$ cat config.mk
export PLATFORM = sky130hd
export DESIGN_NAME = awmps_ram
export DESIGN_NICKNAME = d
export VERILOG_FILES = /design/src/sv/awmps_ram.sv
export SDC_FILE = /design/constraint.sdc
export NUM_CORES = 1
export LEC_CHECK = 0
export BUFFER_PORTS_ARGS = -buffer_cell sky130_fd_sc_hd__buf_2
export CORE_ASPECT_RATIO = 0.75
export CORE_MARGIN = 2
export CORE_UTILIZATION = 65
export CTS_CLUSTER_DIAMETER = 40
export DETAILED_ROUTE_END_ITERATION = 10
export PLACE_DENSITY = 0.91
export SLEW_MARGIN = 20
export SYNTH_ARGS = -nofsm -noshare
export SYNTH_HDL_FRONTEND = slang
export SYNTH_SLANG_ARGS = --single-unit
$ cat constraint.sdc
create_clock -name clk -period 4.5 [get_ports clk]
set_clock_uncertainty 0.05 [all_clocks]
set_input_delay 1.125 -clock clk [delete_from_list [all_inputs] [get_ports clk]]
set_output_delay 1.125 -clock clk [all_outputs]
set_load 0.01 [all_outputs]
$ cat src/sv/awmps_ram.sv
// Generic single write port, single read port RAM with registered read data.
module awmps_ram #(
    parameter int WIDTH = 8,
    parameter int DEPTH = 16
) (
    input  logic                     clk,
    input  logic                     we,
    input  logic [$clog2(DEPTH)-1:0] waddr,
    input  logic [WIDTH-1:0]         wdata,
    input  logic [$clog2(DEPTH)-1:0] raddr,
    output logic [WIDTH-1:0]         rdata
);

    logic [WIDTH-1:0] mem [DEPTH];
    logic [WIDTH-1:0] rdata_reg;

    always_ff @(posedge clk)
    begin
        if (we)
        begin
            mem[waddr] <= wdata;
        end
        rdata_reg <= mem[raddr];
    end

    assign rdata = rdata_reg;

endmodule

Word level (Yosys, flattened, before mapping) --
Memories as Yosys holds them, arrays and structs flattened. A register that Yosys moved wholly into a read port is not among the register bits. Cells that the tools add are included. W data, S select, Z words.
Word-level totals: bits in registers 0, input port bits 18, logic and storage cells 3, memories 1, memory bits (writable) 128, output and inout bits 8
Memories:
- mem | depth 16, width 8, read ports 1, clocked after memory_dff 1, write ports 1, line 14 | logic [WIDTH-1:0] mem [DEPTH];
Operators by class: multiplexer cells 2
Operators by type and width (number):
- $mux W1 | 2

Logic depth before layout (Yosys ltp) --
Gate-level depths: netlist of the first run.
depth in word-level cells 2, depth in mapped cells 5, mapped depth without buffers 3

Worst setup path after synthesis of the first run --
No wires, ideal clock.
kind in2reg, start input waddr[2], end memory mem[0][0] (enable), arrival 2.235 ns, stages 2, setup time 0.383 ns, path buffers 0, slack 1.832 ns, data required time 4.067 ns, cells stage by stage or3b_2 > nor3_1
RTL lines:
- start, declared | line 8 | input logic [$clog2(DEPTH)-1:0] waddr,
- end, declared | line 14
Straight into the memory's write port.

==> results.md, run 1 <==
* Status: finished, final reports clean
* Maximum clock frequency at 0.393 GHz
* CTS Root Cell: clkbuf_8
* RD Place Congestion at 0.826
* Ratio of cells with drive above 1 in the final layout at 27.5%
* Initial core utilization at 66.2%
* Worst reg2reg path startpoint: mem[1][1]$_DFFE_PP_
* Initial DRC Count at 356
* Worst Setup Path Type: input port to flop
* Via-to-Cell Ratio at 6.34
* Hold Crit Class: flop to flop
* Initial antenna violation count at 0
* Wirelength, routed at 9860 um
* Tot GR Track Use at 25.4%
* Fillers at 408
* Ys Warns at 0
* Ant. Diodes at 0
* Least-Margin Pin Slew at 1.10 ns
* Largest net degree at the start of global routing at 33
* Per-cell routed wire length at 25.6 um
* Normalized max-slew margin at 26.6%
* FF-to-FF setup slack at 3.06 ns
* H-tree Lvls at 4
* CP top delay family: buffers and inverters
* Worst-path cell chain: buf_2 -> mux4_1 -> a22oi_1 -> nand2_1
* Slowest-stage cell, CP: buf_2
* Die Height at 81.1 um
* Cell Area, Synth at 0.00515 mm^2
* Syn_nets at 247
* Clk Latency, worst-skew pair at 0.51 ns
* Hold path start: mem[11][1]$_DFFE_PP_
* Die area at 0.00865 mm^2
* Worst setup EP type: flop
* Worst hold path cell count at 3
* Part of the Yosys area used for sequential elements at 77.8%
* Final period util at 56.6%
* Top cell type's share of synthesized area at 74.7%
* Inserted Clock Buffers at 17
* Synth-to-Final Area Change at 15.3%
* CP startpoint kind: input port
* Hold Violations, Final at 0
* Placed Area at 0.00535 mm^2
* Max incr delay on CP at 0.74 ns
* Gr ovfl total at 0
* R2R cell count at 3
* Max reg flops at 128
* Post-synth top area cell: edfxtp_1
* Sink Count at 136
* Post-CTS sizing at 0
* Die Wd at 107 um
* CTS Buffer Depth at 2
* Post-DRT Antenna Nets at 0
* Core area at 0.00778 mm^2
* Max Cap Violations at 0
* Crit path DAT at 2.89 ns
* DR vias at 2439
* Clock slew at reported path FFs at 0.06 ns
* Area contributors post-synth: edfxtp_1 75%, mux4_2 7.9%, mux4_1 7.1%, dfxtp_1 3.1%, a22oi_1 2.3%
* Vias in the first global route at 2529
* #FFs+latches synth at 136
* # hold bufs at CTS at 0
* # setup viols final at 0
* Max IR drop VDD at 329 uV
* Fin crit period at 2.54 ns
* Cells after synthesis at 229
* Synth cell types at 19
* CP bufs+invs at 1
* RSZ-0062 raised after global routing: no
* RR Endpoint: rdata[1]$_DFF_P_
* Boundary pin count at 26
* CP max FO at 32
* P per Cell Area at 492 mW/mm^2
* Finished Cell Area at 0.00594 mm^2
* IO Port Bufs at 25
* Nets@finish at 285
* Number of post-CTS setup repair buffers at 0
* Rows at 28
* Total leakage power at 2.00 nW
* CP required at 4.84 ns
* Syn_area_per_cell at 22.5 um^2
* Worst Hold Path EP: rdata[1]$_DFF_P_
* TritonCTS clock tree: yes
* DRC at 0
* DR pass1 iterations at 5
* First-pass GRT wire length at 14900 um
* Max-slew violations at 0
* Final TNS setup at 0 ns
* Final HPWL DP at 5660 um
-- cell families after synthesis --
group	after synthesis	synth area share [%]
DFF	136	77.8
muxes	32	15.0
buffers and inverters	10	1.68
AOI/OAI and AO/OA	16	2.33
and+or+nand+nor	35	3.18
-- metrics by stage --
step	cells	power (mW)	utilization (%)	hold WS [ns]	worst slack, ns
finish	385	2.92	76.3	0.643	1.96
global placement	353	1.57	68.8	0.607	1.42
floorplan	229	1.52	-	0.579	1.83
CTS	385	2.93	76.3	0.644	1.91
detailed placement	353	1.58	68.8	0.615	1.39
global route	385	3.00	76.3	0.685	1.82
-- routing by layer --
layer | global-route usage [%] | vias up | share of wire, %
met3 | 8.27 | 16 | 7.3
met5 | 0 | - | 0
met2 | 39.5 | 112 | 50
met1 | 35.4 | 1261 | 41
met4 | 7.79 | 0 | 1.6
li1 | - | 1050 | -
-- report_power, final --
part | switching, mW | internal [mW] | leakage [nW]
sequential | 0.0110 | 1.42 | 1.22
combinational | 0.0728 | 0.0509 | 0.492
clock | 0.511 | 0.860 | 0.282
total | 0.594 | 2.33 | 2.00
-- synthesized netlist by cell type --
cell type	count
a22oi_1	16
and2_1	1
and2b_1	1
buf_2	3
buf_4	1
buf_6	3
clkdlybuf4s25_2	3
dfxtp_1	8
edfxtp_1	128
mux4_1	14
mux4_2	18
nand2_1	9
nand2b_1	2
nand3_1	1
nand3b_1	2
nor2_1	13
nor2b_1	1
nor3_1	4
or3b_2	1
-- cell usage in the layout, fill, tap and decap left out, types with 8 or more instances in the layout --
| cell type | n |
|---|---|
| mux4_2 | 18 |
| a22oi_1 | 16 |
| nor2_1 | 13 |
| buf_2 | 25 |
| nand2_1 | 9 |
| dfxtp_1 | 8 |
| edfxtp_1 | 128 |
| clkbuf_16 | 16 |
| mux4_1 | 14 |
-- how the worst max path moves through the flow --
| stage | startpoint | slack (ns) | to | cells after the start |
|---|---|---|---|---|
| global route | raddr[0] | 1.82 | rdata[5]$_DFF_P_ | 4 |
| finish | raddr[0] | 1.96 | rdata[1]$_DFF_P_ | 4 |
| global placement | raddr[0] | 1.42 | rdata[1]$_DFF_P_ | 4 |
| CTS | raddr[0] | 1.91 | rdata[1]$_DFF_P_ | 4 |
| floorplan | waddr[2] | 1.83 | mem[0][0]$_DFFE_PP_ | 2 |
| detailed placement | raddr[0] | 1.39 | rdata[1]$_DFF_P_ | 4 |
-- worst register-to-register path: cells and delay by family (launching register included) --
family / cells / cell delay [ns]
AOI/OAI and AO/OA: 1 / 0.25
muxes: 1 / 0.54
and+or+nand+nor: 1 / 0.09
DFF: 1 / 0.40
-- layout make-up --
type / count / area [um^2] / area share, %
clock inverters: 11 / 150 / 2.53
multi-input cells: 83 / 1060 / 17.8
flip-flops and latches: 136 / 4000 / 67.4
well taps: 105 / 131 / 2.21
repair buffers: 29 / 155 / 2.61
clock buffers: 21 / 439 / 7.40
No activity file was read; power rests on OpenSTA's default activity.
==> run 2, diff against run 1 <==
--- a/config.mk
+++ b/config.mk
@@ -8,10 +8,10 @@
 export BUFFER_PORTS_ARGS = -buffer_cell sky130_fd_sc_hd__buf_2
 export CORE_ASPECT_RATIO = 0.75
 export CORE_MARGIN = 2
-export CORE_UTILIZATION = 65
+export CORE_UTILIZATION = 54
 export CTS_CLUSTER_DIAMETER = 40
 export DETAILED_ROUTE_END_ITERATION = 10
-export PLACE_DENSITY = 0.91
+export PLACE_DENSITY = 0.81
 export SLEW_MARGIN = 20
 export SYNTH_ARGS = -nofsm -noshare
 export SYNTH_HDL_FRONTEND = slang
==> constraint.sdc (replaced) <==
create_clock -name clk -period 2.2 [get_ports clk]
set_clock_uncertainty 0.05 [all_clocks]
set_input_delay 0.55 -clock clk [delete_from_list [all_inputs] [get_ports clk]]
set_output_delay 0.55 -clock clk [all_outputs]
set_load 0.01 [all_outputs]
==> run 2 against run 1 <==
Die area up 19%; non-clock buffer count increased by 19; core utilization shrank 9.1 points; clock-buffer cell count fell by 2; first-iteration DRC count is 21% lower; largest power group unchanged; highest routed layer unchanged.
==> results.md, run 2 (synthesized netlist as in run 1, its figures left out) <==
* Ratio of cells with drive above 1 in the final layout at 31.5%
* Max IR drop VDD at 710 uV
* Largest net degree at the start of global routing at 17
* Initial DRC Count at 281
* # hold bufs at CTS at 0
* Hold Crit Class: input port to flop
* Final Util at 67.3%
* Max layer used: met4
* Most frequent cells in the layout: 128 x edfxtp_1, 25 x buf_2, 19 x buf_4, 18 x mux4_2, 17 x clkbuf_16
* Die Height at 88.6 um
* Least-Margin Pin Slew at 0.423 ns
* Core area at 0.00916 mm^2
* Gr ovfl total at 0
* Post-DRT Antenna Nets at 0
* Fin crit period at 1.59 ns
* RD Place Congestion at 0.760
* Final HPWL DP at 6390 um
* DR vias at 2459
* Max incr delay on CP at 0.56 ns
* Slowest-stage cell, CP: mux4_1
* P per Cell Area at 980 mW/mm^2
* H-tree Lvls at 4
* Normalized max-slew margin at 71.8%
* Worst setup EP type: flop
* Die Wd at 117 um
* RSZ-0062 raised after global routing: no
* First-pass GRT wire length at 14800 um
* Worst Setup Path Type: input port to flop
* Hold Violations, Final at 0
* Final period util at 72.3%
* Die area at 0.0103 mm^2
* CP max FO at 13
* TritonCTS clock tree: yes
* Clock slew at reported path FFs at 0.05 ns
* Net Sw Frac at 19.0%
* Max reg flops at 128
* Rows at 30
* Vias in the first global route at 2521
* Via-to-Cell Ratio at 5.77
* Initial antenna violation count at 0
* Reg power frac at 48.3%
* Total leakage power at 2.13 nW
* Non-Filler Instances at 426
* Final TNS setup at 0 ns
* Boundary pin count at 26
* CP required at 2.44 ns
* Per-cell routed wire length at 23.5 um
* Max-slew violations at 0
* Nets@finish at 304
* Fillers at 589
* DRC at 0
* Placed Area at 0.00557 mm^2
* Commonest non-fill, non-tap cell in the layout: edfxtp_1
* Tot GR Track Use at 21.6%
* Status: finished, final reports clean
* Finished Cell Area at 0.00616 mm^2
* Synth-to-Final Area Change at 19.7%
* Post-CTS sizing at 0
* Clk Latency, worst-skew pair at 0.41 ns
* CTS Buffer Depth at 2
* Sink Count at 136
* Wirelength, routed at 10000 um
* CTS Root Cell: clkbuf_16
* Internal at 4.89 mW
* Max Cap Violations at 0
* Hold WS at 0.471 ns
* CP startpoint kind: input port
* Initial core utilization at 56.2%
* CP top delay family: multiplexers
* Switch Pwr at 1.15 mW
* Maximum clock frequency at 0.629 GHz
* Placed instance count at 395
* WL met2 at 4800 um
* DR pass1 iterations at 4
* Number of post-CTS setup repair buffers at 0
* Gate power share at 4.7%
* Clock network fraction of design power at 47.0%
* Crit path DAT at 1.83 ns
* Worst-path cell chain: buf_2 -> buf_12 -> mux4_1 -> a22oi_1 -> nand2_1
* Met3 routed WL at 954 um
* # setup viols final at 0
* Ant. Diodes at 0
* Wl on met1 at 4150 um
* IO Port Bufs at 25
* Inserted Clock Buffers at 17
* CP bufs+invs at 2
-- run 2: worst paths after layout --
check / startpoint / end / slack (ns) / depth (start not counted)
max: raddr[0] / rdata[2]$_DFF_P_ / 0.61 / 5
min: wdata[0] / mem[12][0]$_DFFE_PP_ / 0.47 / 1
max reg2reg: mem[9][3]$_DFFE_PP_ / rdata[3]$_DFF_P_ / 0.80 / 3
min reg2reg: mem[4][0]$_DFFE_PP_ / rdata[0]$_DFF_P_ / 0.64 / 3
-- run 2: cell type report --
cell class / instances / area, um^2 / area share [%]
repair buffers: 48 / 348 / 5.65
clock inverters: 12 / 158 / 2.56
flip-flops and latches: 136 / 4000 / 65.0
well taps: 128 / 160 / 2.60
clock buffers: 19 / 433 / 7.03
multi-input cells: 83 / 1060 / 17.2
-- run 2: power by group through the flow --
| stage | logic [mW] | registers, mW | clock network (mW) |
|---|---|---|---|
| final | 0.283 | 2.92 | 2.84 |
| after CTS | 0.287 | 2.92 | 2.87 |
| after global placement | 0.274 | 2.97 | 0 |
| after floorplan | 0.147 | 2.97 | 0 |
| after detailed placement | 0.286 | 2.97 | 0 |
| after global routing | 0.306 | 2.92 | 2.99 |
-- run 2: metal layers --
layer  track usage, %  vias to the layer above
met3             7.53                       11
met5                0                        -
li1                 -                     1090
met2             32.7                       95
met1             29.8                     1263
met4             7.91                        0
-- run 2: through the flow --
stage	setup slack, ns	power, mW
3_5_place_dp	0.189	3.26
2_1_floorplan	0.107	3.12
3_3_place_gp	0.218	3.24
4_1_cts	0.625	6.08
5_1_grt	0.580	6.21
6_report	0.609	6.04
