`src/sv/awmps_pkg.sv`:
```
// Shared types, constants and helper functions for the area weighted mesh point sampler.
package awmps_pkg;

    localparam int MAX_VERTICES = 4096;
    localparam int MAX_FACES    = 4096;
    localparam int VADDR_W      = $clog2(MAX_VERTICES);
    localparam int FADDR_W      = $clog2(MAX_FACES);
    localparam int CNT_W        = FADDR_W + 1;
    localparam int CUM_W        = 44;
    localparam int POS_W        = 24;
    localparam int NRM_W        = 16;
    localparam int W_W          = 17;
    localparam int PACC_W       = 44;
    localparam int NACC_W       = 35;
    localparam int IN_TDATA_W   = 120;
    localparam int OUT_TDATA_W  = 136;

    localparam logic [W_W-1:0] ONE_Q16 = 17'h10000;

    typedef enum logic [2:0] {
        ACT_CLEAR  = 3'd0,
        ACT_POS    = 3'd1,
        ACT_NORMAL = 3'd2,
        ACT_FACE   = 3'd3,
        ACT_SAMPLE = 3'd4
    } action_t;

    typedef enum logic [3:0] {
        ST_IDLE,
        ST_TARGET,
        ST_TARGET_HI,
        ST_SRCH_RD,
        ST_SRCH_CMP,
        ST_FACE_RD,
        ST_FACE_WAIT,
        ST_VERT_RD,
        ST_VERT_MUL,
        ST_VERT_ACC,
        ST_NORM_START,
        ST_NORM_WAIT,
        ST_OUT
    } state_t;

    typedef enum logic [2:0] {
        NS_IDLE,
        NS_SQ,
        NS_SQRT,
        NS_DIV,
        NS_DONE
    } nstate_t;

    function automatic logic [15:0] sat_u16(input logic signed [23:0] v);
        logic [15:0] r;
        if (v < 0)
            r = 16'd0;
        else if (v > 24'sd65535)
            r = 16'hFFFF;
        else
            r = v[15:0];
        return r;
    endfunction

    function automatic logic [15:0] sat_s16(input logic signed [23:0] v);
        logic [15:0] r;
        if (v < -24'sd32768)
            r = 16'h8000;
        else if (v > 24'sd32767)
            r = 16'h7FFF;
        else
            r = v[15:0];
        return r;
    endfunction

    function automatic logic [POS_W-1:0] round_pos(input logic signed [PACC_W-1:0] acc);
        logic signed [PACC_W:0]    s;
        logic signed [PACC_W-16:0] sh;
        logic [POS_W-1:0]          r;
        s  = $signed({acc[PACC_W-1], acc}) + $signed((PACC_W+1)'(32768));
        sh = (PACC_W-15)'(s >>> 16);
        if (sh < -(PACC_W-15)'(8388608))
            r = 24'h800000;
        else if (sh > (PACC_W-15)'(8388607))
            r = 24'h7FFFFF;
        else
            r = sh[POS_W-1:0];
        return r;
    endfunction

endpackage

```
`src/sv/awmps_norm.sv`:
```
// Normal normalization unit: sum of squares, bit-serial square root, three restoring dividers.
module awmps_norm (
    input  logic             clk,
    input  logic             rst_n,
    input  logic             start,
    input  logic [2:0][34:0] nrm,
    output logic             done,
    output logic [2:0][15:0] norm
);

    awmps_pkg::nstate_t state_reg, state_next;
    logic [4:0]  cnt_reg, cnt_next;
    logic [31:0] mag_reg [3];
    logic [31:0] mag_next [3];
    logic        neg_reg [3];
    logic        neg_next [3];
    logic [63:0] sq_reg, sq_next;
    logic [63:0] sqsh_reg, sqsh_next;
    logic [34:0] srem_reg, srem_next;
    logic [31:0] root_reg, root_next;
    logic [33:0] drem_reg [3];
    logic [33:0] drem_next [3];
    logic [14:0] nlow_reg [3];
    logic [14:0] nlow_next [3];
    logic [14:0] quo_reg [3];
    logic [14:0] quo_next [3];

    logic [34:0] s_try;
    logic [34:0] s_trial;
    logic [46:0] num [3];
    logic [32:0] dvs;
    logic [33:0] d_try [3];
    logic [34:0] nabs [3];

    always_ff @(posedge clk or negedge rst_n)
    begin
        if (!rst_n)
        begin
            state_reg <= awmps_pkg::NS_IDLE;
        end
        else
        begin
            state_reg <= state_next;
        end
    end

    always_ff @(posedge clk)
    begin
        cnt_reg  <= cnt_next;
        sq_reg   <= sq_next;
        sqsh_reg <= sqsh_next;
        srem_reg <= srem_next;
        root_reg <= root_next;
        for (int i = 0; i < 3; i++)
        begin
            mag_reg[i]  <= mag_next[i];
            neg_reg[i]  <= neg_next[i];
            drem_reg[i] <= drem_next[i];
            nlow_reg[i] <= nlow_next[i];
            quo_reg[i]  <= quo_next[i];
        end
    end

    always_comb
    begin
        state_next = state_reg;
        cnt_next   = cnt_reg;
        sq_next    = sq_reg;
        sqsh_next  = sqsh_reg;
        srem_next  = srem_reg;
        root_next  = root_reg;
        s_try      = {srem_reg[32:0], sqsh_reg[63:62]};
        s_trial    = {1'b0, root_reg, 2'b01};
        dvs        = {root_reg, 1'b0};
        for (int i = 0; i < 3; i++)
        begin
            mag_next[i]  = mag_reg[i];
            neg_next[i]  = neg_reg[i];
            drem_next[i] = drem_reg[i];
            nlow_next[i] = nlow_reg[i];
            quo_next[i]  = quo_reg[i];
            nabs[i]      = nrm[i][34] ? 35'(-$signed(nrm[i])) : nrm[i];
            num[i]       = {mag_reg[i], 15'd0} + 47'(root_reg);
            d_try[i]     = {drem_reg[i][32:0], nlow_reg[i][14]};
        end
        done = 1'b0;

        case (state_reg)
            awmps_pkg::NS_IDLE:
            begin
                if (start)
                begin
                    for (int i = 0; i < 3; i++)
                    begin
                        mag_next[i] = nabs[i][31:0];
                        neg_next[i] = nrm[i][34];
                    end
                    sq_next    = 64'd0;
                    cnt_next   = 5'd0;
                    state_next = awmps_pkg::NS_SQ;
                end
            end
            awmps_pkg::NS_SQ:
            begin
                sq_next  = sq_reg + 64'(mag_reg[cnt_reg[1:0]] * mag_reg[cnt_reg[1:0]]);
                cnt_next = cnt_reg + 5'd1;
                if (cnt_reg[1:0] == 2'd2)
                begin
                    cnt_next   = 5'd0;
                    sqsh_next  = sq_next;
                    srem_next  = 35'd0;
                    root_next  = 32'd0;
                    state_next = awmps_pkg::NS_SQRT;
                end
            end
            awmps_pkg::NS_SQRT:
            begin
                sqsh_next = {sqsh_reg[61:0], 2'b00};
                if (s_try >= s_trial)
                begin
                    srem_next = s_try - s_trial;
                    root_next = {root_reg[30:0], 1'b1};
                end
                else
                begin
                    srem_next = s_try;
                    root_next = {root_reg[30:0], 1'b0};
                end
                cnt_next = cnt_reg + 5'd1;
                if (cnt_reg == 5'd31)
                begin
                    cnt_next   = 5'd0;
                    state_next = awmps_pkg::NS_DIV;
                end
            end
            awmps_pkg::NS_DIV:
            begin
                if (cnt_reg == 5'd0)
                begin
                    for (int i = 0; i < 3; i++)
                    begin
                        drem_next[i] = {2'b00, num[i][46:15]};
                        nlow_next[i] = num[i][14:0];
                        quo_next[i]  = 15'd0;
                    end
                    cnt_next = 5'd1;
                    if (root_reg == 32'd0)
                    begin
                        state_next = awmps_pkg::NS_DONE;
                    end
                end
                else
                begin
                    for (int i = 0; i < 3; i++)
                    begin
                        nlow_next[i] = {nlow_reg[i][13:0], 1'b0};
                        if (d_try[i] >= {1'b0, dvs})
                        begin
                            drem_next[i] = d_try[i] - {1'b0, dvs};
                            quo_next[i]  = {quo_reg[i][13:0], 1'b1};
                        end
                        else
                        begin
                            drem_next[i] = d_try[i];
                            quo_next[i]  = {quo_reg[i][13:0], 1'b0};
                        end
                    end
                    cnt_next = cnt_reg + 5'd1;
                    if (cnt_reg == 5'd15)
                    begin
                        state_next = awmps_pkg::NS_DONE;
                    end
                end
            end
            awmps_pkg::NS_DONE:
            begin
                done       = 1'b1;
                state_next = awmps_pkg::NS_IDLE;
            end
            default:
            begin
                state_next = awmps_pkg::NS_IDLE;
            end
        endcase
    end

    always_comb
    begin
        for (int i = 0; i < 3; i++)
        begin
            if (root_reg == 32'd0)
                norm[i] = 16'd0;
            else if (neg_reg[i])
                norm[i] = 16'(-$signed({1'b0, quo_reg[i]}));
            else
                norm[i] = {1'b0, quo_reg[i]};
        end
    end

endmodule

```
`config.mk`:
```
export PLATFORM = sky130hd
export DESIGN_NAME = awmps_norm
export DESIGN_NICKNAME = d
export VERILOG_FILES = /design/src/sv/awmps_pkg.sv /design/src/sv/awmps_norm.sv
export SDC_FILE = /design/constraint.sdc
export NUM_CORES = 2
export LEC_CHECK = 0
export ABC_AREA = 1
export CORE_MARGIN = 2
export CORE_UTILIZATION = 58
export CTS_BUF_LIST = sky130_fd_sc_hd__clkbuf_8
export DETAILED_ROUTE_END_ITERATION = 16
export DONT_BUFFER_PORTS = 1
export PLACE_DENSITY = 0.86
export RECOVER_POWER = 25
export SYNTH_ARGS = -nofsm -noshare
export SYNTH_HDL_FRONTEND = slang
export SYNTH_SLANG_ARGS = --single-unit
```
`constraint.sdc`:
```
create_clock -name clk -period 26.8 [get_ports clk]
set_input_delay 5.36 -clock clk [delete_from_list [all_inputs] [get_ports clk]]
set_output_delay 5.36 -clock clk [all_outputs]
set_load 0.02 [all_outputs]
```
# Yosys cells after proc, flatten, opt, wreduce, memory -nomap -nowiden
# Memory sizes are Yosys's and may differ from the RTL's. A register that Yosys moved wholly into a read port is not among the register bits.
# Cells that the tools add are included.
[totals]
word_cells = 102
mem_bits_ro = 0
input_bits = 108
memories = 5
register_bits = 201
out_inout_bits = 49
mem_bits_rw = 291
latchBits = 0
[op_classes]
n_lt_le_gt_ge = 4
n_reduce_logical = 10
div = 0
mux = 49
n_shift = 0
n_eq_ne = 12
n_mul = 1
n_addsub = 15
n_bitwise = 0
[mem_list]
columns = ["memory", "depth", "word_bits", "rd", "rd_clocked_by_memory_dff", "write_ports", "line", "rtl"]
rows = [
  ["drem_reg", 3, 34, 3, 0, 3, "awmps_norm.sv:21", "logic [33:0] drem_reg [3];"],
  ["mag_reg", 3, 32, 4, 1, 3, "awmps_norm.sv:13", "logic [31:0] mag_reg [3];"],
  ["nlow_reg", 3, 15, 3, 0, 3, "awmps_norm.sv:23", "logic [14:0] nlow_reg [3];"],
  ["quo_reg", 3, 15, 3, 0, 3, "awmps_norm.sv:25", "logic [14:0] quo_reg [3];"],
  ["neg_reg", 3, 1, 3, 0, 3, "awmps_norm.sv:15", "logic neg_reg [3];"],
]
[ops]
columns = ["operator", "n"]
rows = [
  ["$pmux W64 S2", 2],
  ["$mux W102", 2],
  ["$mux W96", 2],
  ["$mux W45", 4],
  ["$add A47 B32 Y47", 3],
  ["$mux W32", 4],
  ["$mux W64", 2],
  ["$ge A34 B33 Y1", 3],
  ["$mux W34", 3],
  ["$sub A34 B33 Y34", 3],
  ["$mux W16", 6],
  ["$neg A32 Y32", 3],
  ["$mux W33", 2],
  ["$pmux W33 S2", 1],
  ["$add A64 B64 Y64", 1],
  ["$mul A32 B32 Y64", 1],
  ["$pmux W32 S2", 1],
  ["$neg A15 Y16", 3],
  ["$ge A35 B34 Y1", 1],
  ["$sub A33 B33 Y33", 1],
  ["$logic_not A32 Y1", 1],
  ["$mux W3", 8],
  ["$mux W5", 4],
  ["$pmux W5 S4", 1],
  ["other kinds (18)", 29],
]

# Logic depth before layout (Yosys ltp)
# An unclocked memory read counts as a cell.
[logic_depth]
ltp_word = 5
ltp_mapped = 40
depth_no_buf = 37

# Worst setup path after synthesis
# Ideal clock, no wire load.
[synth_path]
kind = "register to register"
startpoint = "register state_reg[1]"
endpoint = "register root_reg[0] (enable)"
path_stages_with_launch = 5
period_less_slack_ns = 10.653
required_ns = 26.004
arrival_time_ns = 9.857
setup_ns = 0.796
path_buffers = 1
path_slack_ns = 16.147
path_cell_list = "dfrtp_1 inv_1 nand3_1 clkbuf_1 o21ai_0"
[synth_between]
elab_chain_cells = 3
elab_cells_between_ends = 5
cone_classes = "eq/ne (3); reduce/logical (2)"
[synth_lines]
columns = ["element", "line", "rtl"]
rows = [
  ["start, declared", "awmps_norm.sv:11", "awmps_pkg::nstate_t state_reg, state_next;"],
  ["start signal, assigned", "awmps_norm.sv:39", "state_reg <= awmps_pkg::NS_IDLE;"],
  ["start signal, assigned", "awmps_norm.sv:43", "state_reg <= state_next;"],
  ["$eq A3 B1 Y1 / $eq A3 B2 Y1 (equally long branches)", "awmps_norm.sv:88", "case (state_reg)"],
  ["$ne A2 B2 Y1 (no line) / $reduce_bool A2 Y1 (equally long branches)", "--", ""],
  ["$reduce_and A2 Y1 (no line) (*)", "--", ""],
  ["end signal, assigned", "awmps_norm.sv:53", "root_reg <= root_next;"],
  ["end, declared", "awmps_norm.sv:20", "logic [31:0] root_reg, root_next;"],
]
# Every way passes the cells marked *; elsewhere a longest branch is shown, timed or not.
# A chain may end at the register's enable or synchronous reset.

==> impl_results.md <==
- Status: complete, but fails checks
- Violations in the final reports: max-capacitance violations, max-slew violations
- Slowest cell delay on critical path: 0.92 ns
- Multi-input combinational cell area: 46400 sq um
- GPL Wtd Cong: 1.04
- Top area cells in the synthesized netlist: sky130_fd_sc_hd__fa_1 25%, sky130_fd_sc_hd__edfxtp_1 20%, sky130_fd_sc_hd__nand2_1 13%
- Part of the cycle the worst path needs: 0.386
- H-Tree Depth: 3
- Number of clock sinks seen by CTS: 461
- Proportion of layout cells with a drive suffix above 1: 0.0323
- Commonest cells after routing, fill and taps aside: 2467 x sky130_fd_sc_hd__nand2_1, 2312 x sky130_fd_sc_hd__inv_1, 1067 x sky130_fd_sc_hd__nor2_1
- Area of the mapped netlist: 69800 sq um
- RSZ-0062 raised after global routing: no
- Post-synthesis cell type count: 52
- DR vias: 62400
- Post-synth net total: 10900
- Final Slew Violations: 553
- Total global-route track usage: 0.390
- Count of max-cap constraint violations: 7
- Number of synthesized register bits: 461
- Clock buffer count from CTS: 90
- Number of enable flip-flop cells after synthesis: 456
- Total congestion overflow: 0
- Category of cells accounting for the largest share of critical-path delay: adder cells
- Number of buffers on the longest clock path: 3
- Clock slew seen by the registers of the worst setup and hold paths: 0.07 ns
- Achievable Freq: 96.6 MHz
- Master cell of the clock root buffer: sky130_fd_sc_hd__clkbuf_8
- Chip height: 351 microns
- Worst Min Path Start: sqsh_reg[10]
- Post-DR wirelength/cell: 21.5 microns
- Post-Syn Area per Cell: 7.34 sq um
- TritonCTS clock tree: done
- Filler cells: 10800
- Post-synthesis cell type with the largest combined area: sky130_fd_sc_hd__fa_1
- Number of setup buffers added after CTS: 0
- Setup Slack @ Placement: 16.88 ns
- Most repeated library cell on the critical path: sky130_fd_sc_hd__fa_1
- Iteration-0 DRC Markers: 7460
- Area of the die: 123000 sq um
- Required time of the critical path: 27.31 ns
- Effective utilization at floorplan: 0.584
- Endpoint kind of the worst setup timing path: flip-flop
- Layout overhead on the synthesized area: 4.99%
- Crit-path max FO: 32
- Pin slew with the least headroom to its limit: 6.38 ns
- Wire length of the first global-routing pass: 360000 microns
- Synthesized instance count: 9509
- Summed negative setup slack over all endpoints: 0 ns
- Commonest register cell after synthesis: sky130_fd_sc_hd__edfxtp_1
- Remaining routing DRC violations: 0
- Number of vias per cell: 5.60
- Number of flip-flops under the largest register name: 99
- Total of buffers placed on input and output ports: 0
- Number of primary I/O pins: 157
- Crit-path slowest cell: sky130_fd_sc_hd__clkinv_1
- Async S/R FF share, synth: 0.00651
- CP Launch Type: flip-flop
- Flip-flop and latch area: 13800 sq um
- Final HPWL from detailed placement: 191000 microns
- Final layout net count: 10900
- Remaining antenna violation count: 0
- Class of the tightest hold or removal check: flip-flop to flip-flop
- Count of standard-cell rows: 127
- Worst setup skew after layout: 0.0726 ns
- CP Class: flip-flop to flip-flop
- Maximum number of pins on one net before global-route repair: 139
- Number of antenna violations at the first check in global routing: 12
- Drt total wl: 239000 microns
- Post-CTS sizing: 0
- Yosys Warn Count: 0
- Proportion of netlist area held by the largest area contributor: 0.252
- Sequential-to-total area share from yosys stat: 0.198
- Setup slack of the critical path after layout: 16.45 ns
- Number of hold-repair buffers added at the cts stage: 0
- Worst skew pair latency: 0.83 ns
- Number of optimization iterations in the first detailed-route pass: 6
- Die X: 351 microns
- Final setup violation count: 0
- Final min period: 10.35 ns
- Via count of the first global-routing pass: 62300
- Buf+Inv Stages, Crit Path: 10
- Worst rel slew slack: -3.25
- Number of failing hold endpoints at the final stage: 0
- Arrival time of the worst setup path: 10.86 ns
- Core Area: 120000 sq um
- Commonest non-fill, non-tap cell in the layout: sky130_fd_sc_hd__nand2_1
logic make-up (layout without fill, tap and decap cells):
family                     after synthesis  in the layout  share of synthesized area
other                                    0              1                          0
and+or+nand+nor                       4389           4389                      0.258
xor gates and xnor gates               225            225                     0.0282
DFF                                    461            461                      0.198
adders and majority gates             1316           1316                      0.330
AOI/OAI and AO/OA                      593            593                     0.0473
buffers and inverters                 2525           2549                      0.139
Yosys cell counts, types with 8 or more instances:
library cell               count
sky130_fd_sc_hd__nor4_1       29
sky130_fd_sc_hd__a21o_1        8
sky130_fd_sc_hd__ha_1        438
sky130_fd_sc_hd__and2_1       19
sky130_fd_sc_hd__nand4_1      70
sky130_fd_sc_hd__nand3_1     498
sky130_fd_sc_hd__o21ai_0     210
sky130_fd_sc_hd__a21oi_1     264
sky130_fd_sc_hd__buf_2        78
sky130_fd_sc_hd__nor2_2       17
sky130_fd_sc_hd__o211ai_1     33
sky130_fd_sc_hd__or2_2        31
sky130_fd_sc_hd__buf_4         9
sky130_fd_sc_hd__nor2_1     1069
sky130_fd_sc_hd__edfxtp_1    456
sky130_fd_sc_hd__xnor2_1     100
sky130_fd_sc_hd__xor2_1      125
sky130_fd_sc_hd__buf_6        11
sky130_fd_sc_hd__clkbuf_1     95
sky130_fd_sc_hd__o21ai_4       9
sky130_fd_sc_hd__fa_1        878
sky130_fd_sc_hd__inv_1      2303
sky130_fd_sc_hd__inv_2        19
sky130_fd_sc_hd__o21ai_1      19
sky130_fd_sc_hd__nand2_2       8
sky130_fd_sc_hd__o21a_1        9
sky130_fd_sc_hd__o21bai_1     23
sky130_fd_sc_hd__nor3_1       96
sky130_fd_sc_hd__nand3b_1     66
sky130_fd_sc_hd__nand2_1    2467
worst min-delay path: cells and delay by family (launching register included):
kind | cells | cell delay, ns
and+or+nand+nor | 1 | 0.04
AOI/OAI and AO/OA | 1 | 0.07
DFF | 1 | 0.31
per-stage QoR:
stage                      util  cells  hold slack (ns)  area, sq um
after CTS                 0.613  11100            0.525        73400
after floorplan               -   9509            0.494        69800
after global routing      0.613  11100            0.547        73300
final                     0.613  11100            0.527        73300
after global placement    0.597  11000            0.504        71500
after detailed placement  0.597  11000            0.507        71500
final timing paths:
check	depth (start not counted)	slack [ns]	end
hold reg to reg	2	0.53	sqsh_reg[12]
min in group asynchronous	0	4.26	state_reg[2]
setup reg to reg	32	16.45	sqsh_reg[63]
setup / recovery	32	16.45	sqsh_reg[63]
hold / removal	2	0.53	sqsh_reg[12]
max in group asynchronous	0	22.48	state_reg[1]
metal layers:
metal | share of wire | vias up | track usage
met4 | 0.053 | 18 | 0.178
met1 | 0.40 | 29700 | 0.533
li1 | - | 28600 | -
met3 | 0.13 | 656 | 0.123
met5 | 0.00084 | - | 0.00746
met2 | 0.41 | 3507 | 0.568
final cells by class:
class / instances / area share
Sequential cell: 461 / 0.188
Antenna cell: 1 / 0.0000341
Clock buffer: 94 / 0.0176
Clock inverter: 68 / 0.00845
Inverter: 2325 / 0.119
Timing Repair Buffer: 62 / 0.00609
Multi-Input combinational cell: 6523 / 0.633
Tap cell: 1612 / 0.0275
Power is left out: the tool's default activity adds up to more than one toggle a clock period on the data nets, which glitch-free logic cannot reach.
